<file path="src/rtl/core/distance_rgb_fader_defines.svh">
// Assertion macros shared by the distance RGB fader RTL.
// Depends on nothing; define ASSERT_OFF to compile the checks out.
`ifndef DISTANCE_RGB_FADER_DEFINES_SVH
`define DISTANCE_RGB_FADER_DEFINES_SVH

`ifndef ASSERT_OFF
// Same-cycle implication: whenever a holds, c must hold too.
`define DRF_ASSERT_SAME(label, clk, rst, a, c) \
   label: assert property (@(posedge clk) disable iff (rst) (a) |-> (c)) \
      else $error("distance_rgb_fader assertion failed");
// Next-cycle implication: whenever a holds, c must hold in the next cycle.
`define DRF_ASSERT_NEXT(label, clk, rst, a, c) \
   label: assert property (@(posedge clk) disable iff (rst) (a) |=> (c)) \
      else $error("distance_rgb_fader assertion failed");
`else
`define DRF_ASSERT_SAME(label, clk, rst, a, c)
`define DRF_ASSERT_NEXT(label, clk, rst, a, c)
`endif

`endif

</file>
<file path="src/rtl/core/dfd_pkg.sv">
// Shared types and constants for the distance RGB fader.
// Used by dfd_lane and distance_rgb_fader; depends on nothing.
package dfd_pkg;

   localparam int MM_W     = 16;
   localparam int DUTY_W   = 8;
   localparam int TIME_W   = 32;
   localparam int STEP_W   = 8;
   localparam int INTVL_W  = 16;
   localparam int CSR_IDX_W = 2;
   localparam int CSR_DAT_W = 16;

   // Clamp window of the distance readings.
   localparam logic [MM_W-1:0] MIN_MM = 16'd20;
   localparam logic [MM_W-1:0] MAX_MM = 16'd500;

   // Dividing by 480 is done as a shift by 5 and a multiply by 2185 / 2**15,
   // which equals floor(x / 15) for every x below 4096.
   localparam logic [11:0] RECIP_15  = 12'd2185;
   localparam int          RECIP_SH  = 15;
   localparam logic [16:0] ROUND_ADD = 17'd240;

   // Register indexes of the configuration port.
   localparam logic [CSR_IDX_W-1:0] REG_ENABLED      = 2'd0;
   localparam logic [CSR_IDX_W-1:0] REG_STEP_SIZE    = 2'd1;
   localparam logic [CSR_IDX_W-1:0] REG_REFRESH_INTV = 2'd2;
   localparam logic [CSR_IDX_W-1:0] REG_COMMON_ANODE = 2'd3;

   // Control that the top level hands to each colour lane.
   typedef struct packed {
      logic s1_load;  // capture a new reading into the mapping stage
      logic s2_load;  // commit the slew step for the item in the mapping stage
      logic refresh;  // this item replaces the target
   } dfd_lane_ctrl_type;

endpackage

</file>
<file path="src/rtl/core/dfd_lane.sv">
// One colour lane of the distance RGB fader: distance-to-duty mapping stage
// followed by the target and slew-limited level registers. Depends on dfd_pkg.
module dfd_lane (
   input  logic                            clock,
   input  logic                            reset,
   input  dfd_pkg::dfd_lane_ctrl_type      ctrl,
   input  logic [dfd_pkg::MM_W-1:0]        mm,
   input  logic                            mm_valid,
   input  logic [dfd_pkg::STEP_W-1:0]      step_size,
   output logic [dfd_pkg::DUTY_W-1:0]      level_next
);
   import dfd_pkg::*;

   logic [MM_W-1:0]   clamped;
   logic [8:0]        headroom;
   logic [16:0]       scaled;
   logic [11:0]       coarse;
   logic [23:0]       product;
   logic [DUTY_W-1:0] map_value;

   logic [DUTY_W-1:0] map_ff;
   logic [DUTY_W-1:0] target_ff;
   logic [DUTY_W-1:0] target_in;
   logic [DUTY_W-1:0] level_ff;
   logic [DUTY_W-1:0] level_in;
   logic [DUTY_W:0]   up_sum;
   logic [DUTY_W:0]   down_lim;

   // Stage one: clamp, reverse, scale by 255 and divide by 480 with rounding; an invalid reading maps to zero.
   always_comb begin
      if (mm < MIN_MM) begin
         clamped = MIN_MM;
      end else if (mm > MAX_MM) begin
         clamped = MAX_MM;
      end else begin
         clamped = mm;
      end
      headroom  = 9'(MAX_MM - clamped);
      scaled    = ({headroom, 8'd0} - {8'd0, headroom}) + ROUND_ADD;
      coarse    = scaled[16:5];
      product   = coarse * RECIP_15;
      map_value = mm_valid ? product[RECIP_SH +: DUTY_W] : '0;
   end

   always_ff @(posedge clock) begin
      if (ctrl.s1_load) begin
         map_ff <= map_value;
      end
   end

   // Stage two: take the new target if this beat refreshes, then slew.
   always_comb begin
      target_in = ctrl.refresh ? map_ff : target_ff;
      up_sum    = {1'b0, level_ff} + {1'b0, step_size};
      down_lim  = {1'b0, target_in} + {1'b0, step_size};
      if (level_ff < target_in) begin
         level_in = (up_sum < {1'b0, target_in}) ? up_sum[DUTY_W-1:0] : target_in;
      end else if (level_ff > target_in) begin
         level_in = ({1'b0, level_ff} >= down_lim) ? (level_ff - step_size) : target_in;
      end else begin
         level_in = level_ff;
      end
   end

   always_ff @(posedge clock) begin
      if (reset) begin
         target_ff <= '0;
         level_ff  <= '0;
      end else if (ctrl.s2_load) begin
         target_ff <= target_in;
         level_ff  <= level_in;
      end
   end

   assign level_next = level_in;

endmodule

</file>
<file path="src/rtl/core/distance_rgb_fader.sv">
// Top level of the distance RGB fader: configuration registers, refresh
// timing, three colour lanes and the merging output register.
// Depends on dfd_pkg, dfd_lane and distance_rgb_fader_defines.svh.
//
//   channel  direction  handshake              payload
//   req      in         req_tvalid/req_tready  req_tdata, req_tuser
//   rsp      out        rsp_tvalid/rsp_tready  rsp_tdata, rsp_tuser
//   csr      in         csr_we                 csr_index, csr_wdata
//
// One item is taken every cycle while ready is high; a result passes the
// mapping stage, then the slew and output register stage.
// Reset is synchronous and clears the levels, targets, refresh time and
// all valid flags, and sets the registers to their defaults. Beats taken
// while disabled give no result. A stalled result holds the output register
// and, behind it, the mapping stage; ready drops only when both are full.
`include "distance_rgb_fader_defines.svh"

module distance_rgb_fader (
   input  logic                              clock,
   input  logic                              reset,
   input  logic                              req_tvalid,
   output logic                              req_tready,
   // time_ms[31:0], left_mm[47:32], front_mm[63:48], right_mm[79:64]
   input  logic [79:0]                       req_tdata,
   // left_valid[0], front_valid[1], right_valid[2]
   input  logic [2:0]                        req_tuser,
   output logic                              rsp_tvalid,
   input  logic                              rsp_tready,
   // red_duty[7:0], green_duty[15:8], blue_duty[23:16]
   output logic [23:0]                       rsp_tdata,
   // targets_refreshed[0]
   output logic                              rsp_tuser,
   input  logic                              csr_we,
   input  logic [dfd_pkg::CSR_IDX_W-1:0]     csr_index,
   input  logic [dfd_pkg::CSR_DAT_W-1:0]     csr_wdata
);
   import dfd_pkg::*;

   localparam int LANES = 3;

   logic               enabled_ff;
   logic [STEP_W-1:0]  step_size_ff;
   logic [INTVL_W-1:0] interval_ff;
   logic               common_anode_ff;

   logic               s1_valid_ff;
   logic [TIME_W-1:0]  s1_time_ff;
   logic [TIME_W-1:0]  last_refresh_ff;

   logic               rsp_valid_ff;
   logic [23:0]        rsp_data_ff;
   logic               rsp_user_ff;

   logic               s2_ready;
   logic               s1_ready;
   logic               req_take;
   logic               s2_adv;
   logic [TIME_W-1:0]  elapsed;
   logic               refresh_now;
   dfd_lane_ctrl_type  lane_ctrl;

   logic [MM_W-1:0]    lane_mm    [LANES];
   logic [DUTY_W-1:0]  lane_level [LANES];
   logic [23:0]        duty_merged;

   always_ff @(posedge clock) begin
      if (reset) begin
         enabled_ff      <= 1'b0;
         step_size_ff    <= 8'd5;
         interval_ff     <= 16'd100;
         common_anode_ff <= 1'b0;
      end else if (csr_we) begin
         case (csr_index)
            REG_ENABLED:      enabled_ff      <= csr_wdata[0];
            REG_STEP_SIZE:    step_size_ff    <= csr_wdata[STEP_W-1:0];
            REG_REFRESH_INTV: interval_ff     <= csr_wdata[INTVL_W-1:0];
            REG_COMMON_ANODE: common_anode_ff <= csr_wdata[0];
            default: begin
            end
         endcase
      end
   end

   assign s2_ready   = !rsp_valid_ff || rsp_tready;
   assign s1_ready   = !s1_valid_ff || s2_ready;
   assign req_tready = s1_ready;
   assign req_take   = req_tvalid && s1_ready && enabled_ff;
   assign s2_adv     = s1_valid_ff && s2_ready;

   assign elapsed     = s1_time_ff - last_refresh_ff;
   assign refresh_now = elapsed >= {{(TIME_W-INTVL_W){1'b0}}, interval_ff};

   always_comb begin
      lane_ctrl.s1_load = req_take;
      lane_ctrl.s2_load = s2_adv;
      lane_ctrl.refresh = refresh_now;
   end

   always_ff @(posedge clock) begin
      if (reset) begin
         s1_valid_ff     <= 1'b0;
         last_refresh_ff <= '0;
      end else begin
         if (s1_ready) begin
            s1_valid_ff <= req_take;
         end
         if (s2_adv && refresh_now) begin
            last_refresh_ff <= s1_time_ff;
         end
      end
   end

   always_ff @(posedge clock) begin
      if (req_take) begin
         s1_time_ff <= req_tdata[TIME_W-1:0];
      end
   end

   assign lane_mm[0] = req_tdata[47:32];
   assign lane_mm[1] = req_tdata[63:48];
   assign lane_mm[2] = req_tdata[79:64];

   for (genvar g = 0; g < LANES; g++) begin : g_lane
      dfd_lane u_lane (
         .clock      (clock),
         .reset      (reset),
         .ctrl       (lane_ctrl),
         .mm         (lane_mm[g]),
         .mm_valid   (req_tuser[g]),
         .step_size  (step_size_ff),
         .level_next (lane_level[g])
      );
      assign duty_merged[g*DUTY_W +: DUTY_W] =
         common_anode_ff ? ~lane_level[g] : lane_level[g];
   end

   always_ff @(posedge clock) begin
      if (reset) begin
         rsp_valid_ff <= 1'b0;
      end else if (s2_ready) begin
         rsp_valid_ff <= s1_valid_ff;
      end
   end

   always_ff @(posedge clock) begin
      if (s2_adv) begin
         rsp_data_ff <= duty_merged;
         rsp_user_ff <= refresh_now;
      end
   end

   assign rsp_tvalid = rsp_valid_ff;
   assign rsp_tdata  = rsp_data_ff;
   assign rsp_tuser  = rsp_user_ff;

   // A beat taken while disabled must not enter the mapping stage.
   `DRF_ASSERT_NEXT(a_disabled_drop, clock, reset,
      req_tvalid && req_tready && !enabled_ff, !s1_valid_ff)
   // A refreshing beat records its own time as the last refresh.
   `DRF_ASSERT_NEXT(a_refresh_time, clock, reset,
      s2_adv && refresh_now, last_refresh_ff == $past(s1_time_ff))
   // The mapping stage keeps its item while the output register is blocked.
   `DRF_ASSERT_NEXT(a_s1_hold, clock, reset,
      s1_valid_ff && !s2_ready, s1_valid_ff && $stable(s1_time_ff))

endmodule
</file>
<file path="config.mk">
export PLATFORM = sky130hd
export DESIGN_NAME = distance_rgb_fader
export DESIGN_NICKNAME = d
export VERILOG_FILES = /design/src/rtl/core/dfd_pkg.sv /design/src/rtl/core/dfd_lane.sv /design/src/rtl/core/distance_rgb_fader.sv
export VERILOG_INCLUDE_DIRS = /design/src /design/src/rtl/core
export SDC_FILE = /design/constraint.sdc
export NUM_CORES = 1
export LEC_CHECK = 0
export BUFFER_PORTS_ARGS = -buffer_cell sky130_fd_sc_hd__buf_2
export CAP_MARGIN = 0
export CORE_AREA = 2 2 178 267
export DETAILED_ROUTE_END_ITERATION = 10
export DIE_AREA = 0 0 180 269
export GPL_TIMING_DRIVEN = 0
export PLACE_DENSITY = 0.58
export SETUP_SLACK_MARGIN = 0.3
export SYNTH_ARGS = -nofsm -noshare
export SYNTH_HDL_FRONTEND = slang
export SYNTH_SLANG_ARGS = --single-unit
</file>
<file path="constraint.sdc">
create_clock -name clock -period 12.93 [get_ports clock]
set_input_delay 2.586 -clock clock [delete_from_list [all_inputs] [get_ports clock]]
set_output_delay 2.586 -clock clock [all_outputs]
set_load 0.05 [all_outputs]
</file>
==> summary by stage, run 1 <==
Synthesis
Among all cell types in the netlist, the one instantiated most often is ha_1. The mapped cell area is 20,500 sq um. Yosys attributes the largest share of cell area to ha_1, edfxtp_1, dfxtp_1, a21oi_1, nand2_1. The area fraction of the dominant cell type after synthesis is 23.0%. Among all flip-flop cells after synthesis, the most frequent one is dfxtp_1. Each instance of the synthesized netlist takes up on average 8.45 sq um. By count the netlist is led by ha_1, nand2_1, inv_1. The count of state elements after synthesis is 189.

The net count of the mapped netlist is 2,938. In this run, synthesis inferred 81 flip-flops with an integrated enable. The share of the Yosys chip area taken by registers is 22.4%. Of all flip-flops after synthesis, the portion carrying an async set or reset was 0%. Synthesis produced a netlist whose cell count is 2,425. In this run, distinct cell masters in the synthesized netlist total 110. For this run, the number of Yosys warnings is 0. The largest total area in the synthesized netlist belongs to ha_1.

STA
The number of endpoints with negative hold slack in the final report is 0. The clock period could shrink to 10.77 ns. The final cycle utilization of the critical path is 83.3%. The actual slew at the worst max-slew pin is 1.23 ns. After routing, the total negative slack on setup checks comes to 0 ns. The final-report max-slew violation count is 0. The maximum clock frequency is 92.8 MHz. On the final layout, the worst hold slack is 0.454 ns.

The count of final setup violators is 0. Setup repair after global routing left no endpoint under its margin. Measured against its own limit, the worst slew margin works out to 15.7%.

The post-layout worst setup margin is 2.16 ns. Across the routed clock network, the largest skew measured is 0.0137 ns.

Power
For this design the total switching power over the nets is 0.000426 W. For this design the static power due to leakage is 10.6 nW. The switching portion of total power is 30.0%. The share of total power dissipated in the clock network is 36.9%.

Of the total power, combinational logic draws 18.0%. Registers are responsible for 45.1% of the overall power. Power spread over the standard cell area amounts to 63.1 nW/um^2. VDD sags by at most 87.3 uV. Internal power comes to 0.000995 W.

Placed design
Before CTS, the worst setup slack after placement is 1.71 ns. Counting tap cells, the placed design contains a total of 3,146 instances. Port buffering added 124 buffers. The routability-driven placement congestion ratio is 0.954. The post-DP HPWL is 47,700 microns.

Die
The die is 180 microns wide. The die boundary height is 269 microns. 133 I/O pins were placed. The total die area is 48,400 sq um. The core area is 46,200 sq um. The initial cell density of the core is 44.3%.

After floorplanning, the core was divided into 97 placement rows.

Finish
The number of antenna diodes in the final layout is 0. The area added between synthesis and finish is 9.92%. The fraction of final layout cells with drive strength greater than 1 is 9.75%. For this run, the number of standard cells in the final layout without fillers is 3,178. The layout net count is 3,084.

Detailed routing
Dividing the detail-routed wire length by the instance count gives 18.0 microns. The remaining number of nets flagged by the antenna check after routing is 0. In the routed layout, each cell is associated on average with a via count of 5.62. Across all layers, the routed design uses 17,800 vias. The number of iterations in the first detailed-routing pass is 6. The number of design rule violations left after detail routing is 0.

Wires add up to 57,100 microns. For this block, the initial DRC count from the detailed router was 764.

Run status
The flow ran to the end, and the final reports show no timing, DRC or antenna violations.

Global route
The first global-routing pass estimated 91,600 microns of wire. The via count of the first global-routing pass came to 18,100. In the global route stage, overall resource usage came out at 23.6%. Global routing finished with a remaining overflow of 0. The number of antenna violations at the first check in global routing is 1. Entering global routing, the biggest net connects 35 pins.

Setup path
Data on the critical path arrives at its endpoint at 10.98 ns. In this run the worst path has a maximum fanout of 10. For this run, the slowest stage of the critical path takes 0.53 ns. The worst setup path is of the in2reg kind.

The cell at the slowest stage of the critical path is fa_1. Among the stages of the critical path, the cell type that occurs most often is ha_1. The critical path capture point type is a flip-flop. The worst setup path is launched from a primary input. The critical path required time is 13.14 ns.

Clock network
Clock latency on the worst-skew pair, taken at its later pin, is 0.45 ns. The post-cts gate resize count is 0. The H-tree was split into 4 levels. Clock tree synthesis inserted a total of 17 buffers. No sink is reached through more buffers than the 2 on the longest clock path. After clock tree synthesis, the flow added hold-fix buffers numbering 0. The number of setup buffers added after CTS is 0.

The root cell of the clock tree is clkbuf_16. Clock tree synthesis found a total of 189 sinks. TritonCTS built the clock tree. After clock tree synthesis, the clock-pin slew on the worst setup and hold paths is 0.07 ns.

Job
Max-cap violations in this run came to 0.

Worst hold path
The worst hold path belongs to the class reg2reg.
layer usage:
metal / up-vias / routed length (microns) / track usage (%)
met5: - / 13 / 0
met4: 2 / 3040 / 12.4
met3: 148 / 1770 / 2.98
met2: 413 / 30400 / 46.8
met1: 8326 / 21900 / 23.9
li1: 8958 / - / -
state kept, by name (all words and copies together), names as in the netlist, 8 cells and up:
name                     cells
last_refresh_ff             32
s1_time_ff                  32
g_lane.u_lane.level_ff      24
g_lane.u_lane.map_ff        24
g_lane.u_lane.target_ff     24
rsp_tdata                   24
interval_ff                 16
step_size_ff                 8
critical path: cells and delay by family:
family / cells / cell delay [ns]
muxes: 1 / 0.15
buffers and inverters: 8 / 1.09
and+or+nand+nor: 11 / 2.25
adders and majority gates: 7 / 2.32
AOI/OAI and AO/OA: 12 / 2.56
kinds of logic after synthesis:
logic type | share of synthesized area (%)
adders and majority gates | 26.0
AOI/OAI and AO/OA | 20.2
DFF | 22.4
muxes | 2.12
buffers and inverters | 5.76
and+or+nand+nor | 17.2
xor gates and xnor gates | 6.24
worst paths after layout:
| kind | slack (ns) | to | from | cells after the start |
|---|---|---|---|---|
| max | 2.16 | g_lane[1].u_lane.map_ff[2] | req_tdata[50] | 39 |
| min | 0.45 | last_refresh_ff[26] | last_refresh_ff[26] | 2 |
| max reg2reg | 3.75 | rsp_tdata[9] | s1_time_ff[6] | 36 |
| min reg2reg | 0.45 | last_refresh_ff[26] | last_refresh_ff[26] | 2 |
power by group through the flow:
stage | registers, W | logic, W | clock network, W
floorplan | 0.000652 | 0.000178 | 0
global placement | 0.000655 | 0.000248 | 0
detailed placement | 0.000655 | 0.000255 | 0
CTS | 0.000641 | 0.000258 | 0.000539
global route | 0.000642 | 0.000293 | 0.000560
finish | 0.000641 | 0.000256 | 0.000525
stage by stage:
stage / util (%) / total power, W / instance area (sq um)
detailed placement: 47.5 / 0.000909 / 22000
CTS: 48.7 / 0.00144 / 22500
floorplan: - / 0.000830 / 20500
global route: 48.7 / 0.00149 / 22500
finish: 48.7 / 0.00142 / 22500
global placement: 47.3 / 0.000903 / 21900
layout by cell type (no fill, tap or decap), drive strengths merged, types with 20 or more instances in the layout:
master | synthesis | final
nor3 | 37 | 37
nor2 | 152 | 152
edfxtp | 81 | 81
a21o | 64 | 64
nand4 | 39 | 39
ha | 376 | 376
mux2i | 26 | 26
inv | 226 | 234
xor2 | 48 | 48
o21a | 30 | 30
fa | 31 | 31
nand2b | 36 | 36
xnor2 | 98 | 98
nor2b | 22 | 22
nand2 | 279 | 279
and2 | 25 | 25
clkbuf | 54 | 72
buf | 24 | 151
o21ai | 93 | 93
a21oi | 220 | 220
a211oi | 20 | 20
nand3 | 36 | 36
dfxtp | 108 | 108
final cells by class:
type	count	area, sq um
timing repair buffer	127	703
clock buffer	18	429
clock inverter	14	144
fill	4489	23700
tap	594	743
buffer	78	334
multi-input combinational	1932	14700
sequential	189	4590
inverter	226	848
No activity file was read; power rests on OpenSTA's default activity.
==> inputs of run 2 (changes only) <==
Settings changed: PLACE_DENSITY 0.58 to 0.6.
Clock period 12.93 ns to 9.6 ns, I/O delays scaled along.
==> summary by stage, run 2 (synthesis gave the netlist of run 1 again) <==
Setup path
The origin of the critical flop-to-flop path is s1_time_ff[6] (unchanged). The endpoint of the lowest-slack register-to-register path was rsp_tdata[2] (was rsp_tdata[9]). The register-to-register setup slack is 0.80 ns (was 3.75 ns). The top fanout value on the critical path is 6 (was 10).

The critical path's largest stage delay is 0.56 ns (was 0.53 ns). The cell at the slowest stage of the critical path is or4_4 (was fa_1). The worst path arrival time is 9.22 ns (was 10.98 ns). The worst setup path category is in2reg (unchanged). The startpoint class of the critical path is a primary input (unchanged).

The critical path required time came to 9.82 ns (was 13.14 ns). The critical path capture point type was a flip-flop (unchanged). The length in cells of the worst reg-to-reg path is 37 (was 36).

Die
The die width came to 180 microns (unchanged). The number of rows in the core area came to 97 (unchanged). The boundary pin count is 133 (unchanged).

The total die area is 48,400 sq um (unchanged). The core area is 46,200 sq um (unchanged). The die boundary height is 269 microns (unchanged).

The initial cell density of the core is 44.3% (unchanged).

Worst hold path
The hold path startpoint was g_lane[1].u_lane.target_ff[4] (was last_refresh_ff[26]). The hold path depth came to 2 (unchanged). The capture endpoint of the worst hold path is g_lane[1].u_lane.target_ff[4] (was last_refresh_ff[26]).

The classification of the worst-slack hold path is reg2reg (unchanged).

Detailed routing
The number of iterations in the first detailed-routing pass is 6 (unchanged). The remaining number of nets flagged by the antenna check after routing is 0 (unchanged). The number of design rule violations left after detail routing came to 0 (unchanged). The average wire per cell in the routed design is 18.4 microns (was 18.0 microns).

The violation count after the first detailed-route iteration is 778 (was 764). The vias after detailed routing was 18,100 (was 17,800). The mean number of vias per cell is 5.66 (was 5.62). The final wirelength is 58,900 microns (was 57,100 microns).

Finish
The post-route core utilization is 49.5% (was 48.7%). The fraction of final layout cells with drive strength greater than 1 is 11.8% (was 9.75%). Leading cell types in the layout, fill and taps excluded: ha_1, nand2_1, inv_1 (unchanged).

The layout net count is 3,098 (was 3,084). The number of inserted diodes came to 0 (unchanged). The commonest non-fill, non-tap cell in the layout is ha_1 (unchanged). The final cell area excluding filler cells came to 22,900 sq um (was 22,500 sq um). Largest registers: last_refresh_ff (32), s1_time_ff (32) (unchanged). The area added between synthesis and finish was 11.7% (was 9.92%).

Power
The worst supply voltage drop on vdd was 126 uV (was 87.3 uV). The post-route total power was 0.00199 W (was 0.00142 W). The leakage power total is 10.7 nW (was 10.6 nW). The power per cell area came to 86.9 nW/um^2 (was 63.1 nW/um^2).

Clock network
The number of levels in the clock H-tree is 4 (unchanged). The sink count of the clock tree is 189 (unchanged). The clock tree from TritonCTS was done (unchanged).

The total of hold buffers inserted after clock tree synthesis is 0 (unchanged). The maximum clock path buffer count is 2 (unchanged). The clock latency at the later pin of the worst-skew pair came to 0.47 ns (was 0.45 ns). The clock-pin slew reported for the worst setup and hold paths after clock tree synthesis came to 0.07 ns (about the same). The root cell of the clock tree is clkbuf_16 (unchanged). The number of buffers created by CTS came to 17 (unchanged).

STA
The final-report max-slew violation count came to 0 (unchanged). The worst slew margin relative to its limit is 25.9% (was 15.7%). The number of endpoints with negative hold slack in the final report is 0 (unchanged). The final cycle utilization of the critical path is 93.8%. The hold slack came to 0.456 ns (was 0.454 ns). The count of final setup violators is 0 (unchanged). After layout, the minimum clock period comes to 9.00 ns.

The post-route setup TNS is 0 ns (unchanged). Static timing analysis puts the maximum clock frequency at 111 MHz. RSZ-0062 raised after global routing: yes (was no). The largest clock skew in the final design was 0.0155 ns (was 0.0137 ns). The actual slew at the worst max-slew pin is 1.11 ns (was 1.23 ns).

Global route
The number of antenna violations at the first check in global routing is 0 (was 1). The global-route wire length before repair is 94,000 microns (was 91,600 microns). The via count of the first global-routing pass is 18,500 (was 18,100). The remaining global-route overflow was 0 (unchanged).

The maximum number of pins on one net before global-route repair came to 35 (unchanged). The total global routing track utilization is 24.3% (was 23.6%).

Job
The number of max-cap violations was 0 (unchanged).

Placed design
The post-place instance area came to 21,900 sq um (was 22,000 sq um). The number of buffer cells added on primary ports is 124 (unchanged). The routability-driven placement congestion ratio is 0.943 (was 0.954).

The post-DP HPWL is 48,400 microns (was 47,700 microns).

Run status
Outcome: finished, final reports clean (unchanged).
run 2: changes by cell type in the layout (fill, tap and decap cells not counted), sizes merged:
| cell | previous run | this run |
|---|---|---|
| inv | 234 | 232 |
| clkbuf | 72 | 71 |
| buf | 151 | 167 |
| bufinv | 0 | 1 |
run 2: power by group:
group	switching, W	leakage, nW	internal [W]
Clock	0.000375	0.310	0.000394
Combinational	0.000209	8.83	0.000148
Sequential	0.0000146	1.57	0.000849
run 2: routing by layer:
layer / share of wire, % / wire (microns) / track usage, % / vias to the layer above
li1: - / - / - / 8993
met1: 37 / 22000 / 24.2 / 8517
met2: 55 / 32300 / 49.6 / 415
met3: 2.8 / 1620 / 2.35 / 136
met4: 5.0 / 2940 / 12.0 / 0
met5: 0 / 0 / 0 / -
run 2: worst max path at each step:
stage | from | end | slack (ns) | cells after the start
after floorplan | req_tdata[53] | g_lane[1].u_lane.map_ff[2] | 0.34 | 38
final | req_tdata[57] | g_lane[1].u_lane.map_ff[2] | 0.60 | 37
after global placement | req_tdata[76] | g_lane[2].u_lane.map_ff[7] | -0.71 | 40
after global routing | req_tdata[76] | g_lane[2].u_lane.map_ff[7] | 0.22 | 40
after CTS | req_tdata[76] | g_lane[2].u_lane.map_ff[7] | 0.24 | 40
after detailed placement | req_tdata[76] | g_lane[2].u_lane.map_ff[7] | -0.81 | 40
run 2: stage by stage:
stage / cells / worst slack (ns)
floorplan: 2425 / 0.345
global placement: 3143 / -0.713
detailed placement: 3145 / -0.809
CTS: 3182 / 0.240
global route: 3192 / 0.223
finish: 3192 / 0.600
run 2: cell type report:
cell class / instances / area [sq um]
Buffer: 78 / 352
Clock buffer: 19 / 454
Clock inverter: 13 / 188
Fill cell: 4440 / 23300
Inverter: 226 / 851
Multi-Input combinational cell: 1932 / 14900
Sequential cell: 189 / 4590
Tap cell: 594 / 743
Timing Repair Buffer: 141 / 773
run 2: what timing repair did:
item	CTS	global route
endpoints found under the setup margin	22	36
buffers inserted	5	10
resized for setup	19	40
pin swaps	4	17
run 2: worst max-delay path: cells and delay by family:
family / cells / cell delay, ns
and+or+nand+nor: 11 / 2.46
AOI/OAI and AO/OA: 11 / 1.76
buffers and inverters: 7 / 0.71
adders and majority gates: 6 / 1.89
muxes: 2 / 0.49
==> inputs of run 3 (changes only) <==
--- a/config.mk
+++ b/config.mk
@@ -11,2 +11,3 @@
 export CORE_AREA = 2 2 178 267
+export CTS_BUF_LIST = sky130_fd_sc_hd__clkbuf_4 sky130_fd_sc_hd__clkbuf_8 sky130_fd_sc_hd__clkbuf_16
 export DETAILED_ROUTE_END_ITERATION = 10
==> constraint.sdc (replaced) <==
create_clock -name clock -period 9.6 [get_ports clock]
set_input_delay 1.44 -clock clock [delete_from_list [all_inputs] [get_ports clock]]
set_output_delay 1.44 -clock clock [all_outputs]
set_load 0.05 [all_outputs]
==> summary by stage, run 3 (synthesis gave the netlist of run 1 again) <==
Finish
The number of inserted diodes came to 0 (unchanged). The area added between synthesis and finish is 10.8% (was 11.7%). Leading cell types in the layout, fill and taps excluded: ha_1, nand2_1, inv_1 (unchanged).

The commonest non-fill, non-tap cell in the layout was ha_1 (unchanged). Largest registers: last_refresh_ff (32), s1_time_ff (32) (unchanged). The fraction of final layout cells with drive strength greater than 1 is 11.0% (was 11.8%). The layout net count is 3,090 (was 3,098).

Global route
The total global routing track utilization was 23.6% (was 24.3%). The via count of the first global-routing pass is 18,000 (was 18,500). The number of antenna violations at the first check in global routing is 1 (was 0). The global-route wire length before repair is 91,900 microns (was 94,000 microns). The remaining global-route overflow came to 0 (unchanged).

The maximum number of pins on one net before global-route repair is 35 (unchanged).

STA
The count of final setup violators is 0 (unchanged). The largest clock skew in the final design is 0.0134 ns (was 0.0155 ns). The post-layout worst setup margin is 0.729 ns (was 0.600 ns). The number of endpoints with negative hold slack in the final report is 0 (unchanged).

The worst slew margin relative to its limit came to 31.1% (was 25.9%). The maximum clock frequency came to 113 MHz (was 111 MHz). The final critical delay including setup and external delays is 8.87 ns (was 9.00 ns). The post-route setup TNS is 0 ns (unchanged). The final cycle utilization of the critical path was 92.4% (was 93.8%). The final-report max-slew violation count is 0 (unchanged). RSZ-0062 raised after global routing: yes (unchanged). The actual slew at the worst max-slew pin is 1.00 ns (was 1.11 ns).

Detailed routing
The mean number of vias per cell is 5.66 (about the same). The number of design rule violations left after detail routing is 0 (unchanged). The average wire per cell in the routed design came to 18.0 microns (was 18.4 microns). The vias after detailed routing came to 18,000 (was 18,100). The final wirelength is 57,400 microns (was 58,900 microns).

The remaining number of nets flagged by the antenna check after routing is 0 (unchanged). The violation count after the first detailed-route iteration is 763 (was 778). The number of iterations in the first detailed-routing pass was 6 (unchanged).

Die
The number of rows in the core area was 97 (unchanged). The core area is 46,200 sq um (unchanged). The die width is 180 microns (unchanged). The boundary pin count is 133 (unchanged). The die boundary height was 269 microns (unchanged). The initial cell density of the core is 44.3% (unchanged). The total die area is 48,400 sq um (unchanged).

Setup path
The buffering stage count on the worst path with inverters included is 7 (unchanged). The cell at the slowest stage of the critical path is or4_4 (unchanged). The family of cells with the greatest summed delay on the critical path is simple AND/OR/NAND/NOR gates (unchanged). The startpoint of the worst setup timing path is req_tdata[60] (was req_tdata[57]). The worst setup path category is in2reg (unchanged). The top fanout value on the critical path was 6 (unchanged). The critical path required time came to 9.81 ns (was 9.82 ns). The total stage count of the critical path was 38 (was 37). The worst path arrival time is 9.08 ns (was 9.22 ns). The critical path's largest stage delay is 0.56 ns (about the same). The cell type with the highest occurrence count on the critical path is ha_1. The endpoint of the lowest-slack register-to-register path is rsp_tdata[15] (was rsp_tdata[2]).

The origin of the critical flop-to-flop path is s1_time_ff[6] (unchanged). The register-to-register setup slack came to 0.73 ns (was 0.80 ns). The startpoint class of the critical path was a primary input (unchanged).

The critical path capture point type is a flip-flop (unchanged). The capture point of the critical path is g_lane[1].u_lane.map_ff[2] (unchanged). The length in cells of the worst reg-to-reg path is 36 (was 37).

Clock network
The clock latency at the later pin of the worst-skew pair is 0.46 ns (was 0.47 ns). The clock-pin slew reported for the worst setup and hold paths after clock tree synthesis is 0.07 ns (about the same). The clock tree from TritonCTS is done (unchanged). The maximum clock path buffer count is 2 (unchanged). The number of levels in the clock H-tree was 4 (unchanged). The number of buffers created by CTS is 17 (unchanged).

The sink count of the clock tree is 189 (unchanged). The root cell of the clock tree is clkbuf_16 (unchanged).

Worst hold path
The classification of the worst-slack hold path was reg2reg (unchanged). The hold path startpoint is g_lane[1].u_lane.target_ff[6] (was g_lane[1].u_lane.target_ff[4]).

Power
The leakage power total is 10.6 nW (was 10.7 nW). The post-route total power is 0.00197 W (was 0.00199 W). The power per cell area is 86.9 nW/um^2 (about the same). The worst supply voltage drop on vdd is 130 uV (was 126 uV).

Run status
Outcome: finished, final reports clean (unchanged).

Placed design
The routability-driven placement congestion ratio came to 0.939 (was 0.943). The post-DP HPWL was 47,400 microns (was 48,400 microns). The worst setup slack after placement is -0.479 ns (was -0.809 ns). The number of buffer cells added on primary ports is 124 (unchanged).

Job
The number of max-cap violations was 0 (unchanged).
run 3: how the worst min path moves through the flow:
stage	depth (start not counted)	endpoint	slack, ns
finish	2	g_lane[1].u_lane.target_ff[6]	0.45
global placement	2	g_lane[1].u_lane.target_ff[3]	0.44
global route	2	g_lane[1].u_lane.target_ff[4]	0.47
floorplan	2	g_lane[0].u_lane.target_ff[1]	0.43
CTS	2	g_lane[0].u_lane.target_ff[2]	0.46
detailed placement	2	g_lane[0].u_lane.target_ff[2]	0.45
run 3: stage by stage:
step                      area, sq um  instances  hold WS [ns]  utilization [%]
final                           22700       3184         0.455             49.1
after floorplan                 20500       2425         0.434                -
after CTS                       22500       3177         0.455             48.8
after global routing            22700       3184         0.472             49.1
after detailed placement        21900       3145         0.446             47.4
after global placement          21900       3143         0.439             47.3
run 3: layout make-up:
| class | count | area [sq um] |
|---|---|---|
| fillers | 4509 | 23500 |
| multi-input cells | 1932 | 14800 |
| flip-flops and latches | 189 | 4590 |
| inverters | 226 | 848 |
| well taps | 594 | 743 |
| repair buffers | 133 | 713 |
| clock buffers | 18 | 439 |
| plain buffers | 78 | 342 |
| clock inverters | 14 | 171 |
run 3: layer usage:
layer,track usage (%),vias up,share of wire [%]
met5,0,-,0.023
met3,2.50,135,3.1
met4,12.9,2,5.5
met2,46.9,399,54
li1,-,8957,-
met1,24.0,8537,38
run 3: timing repair:
item / in CTS / in global routing
pin swaps: 0 / 6
hold buffers: 0 / 0
resized for setup: 7 / 33
buffers inserted: 0 / 7
endpoints found under the setup margin: 9 / 25
run 3: report_power, final:
part | internal, W | switching [W]
clock | 0.000403 | 0.000353
combinational | 0.000146 | 0.000207
sequential | 0.000849 | 0.0000141
total | 0.00140 | 0.000574
run 3: worst register-to-register path: cells and delay by family (launching register included):
kind	cells	cell delay [ns]
AO/OA/AOI/OAI	18	4.03
flip-flops	1	0.41
AND/OR/NAND/NOR	7	1.06
multiplexers	1	0.59
adder cells (fa/ha/maj)	4	1.31
buffers and inverters	3	0.79
XOR/XNOR	3	0.39
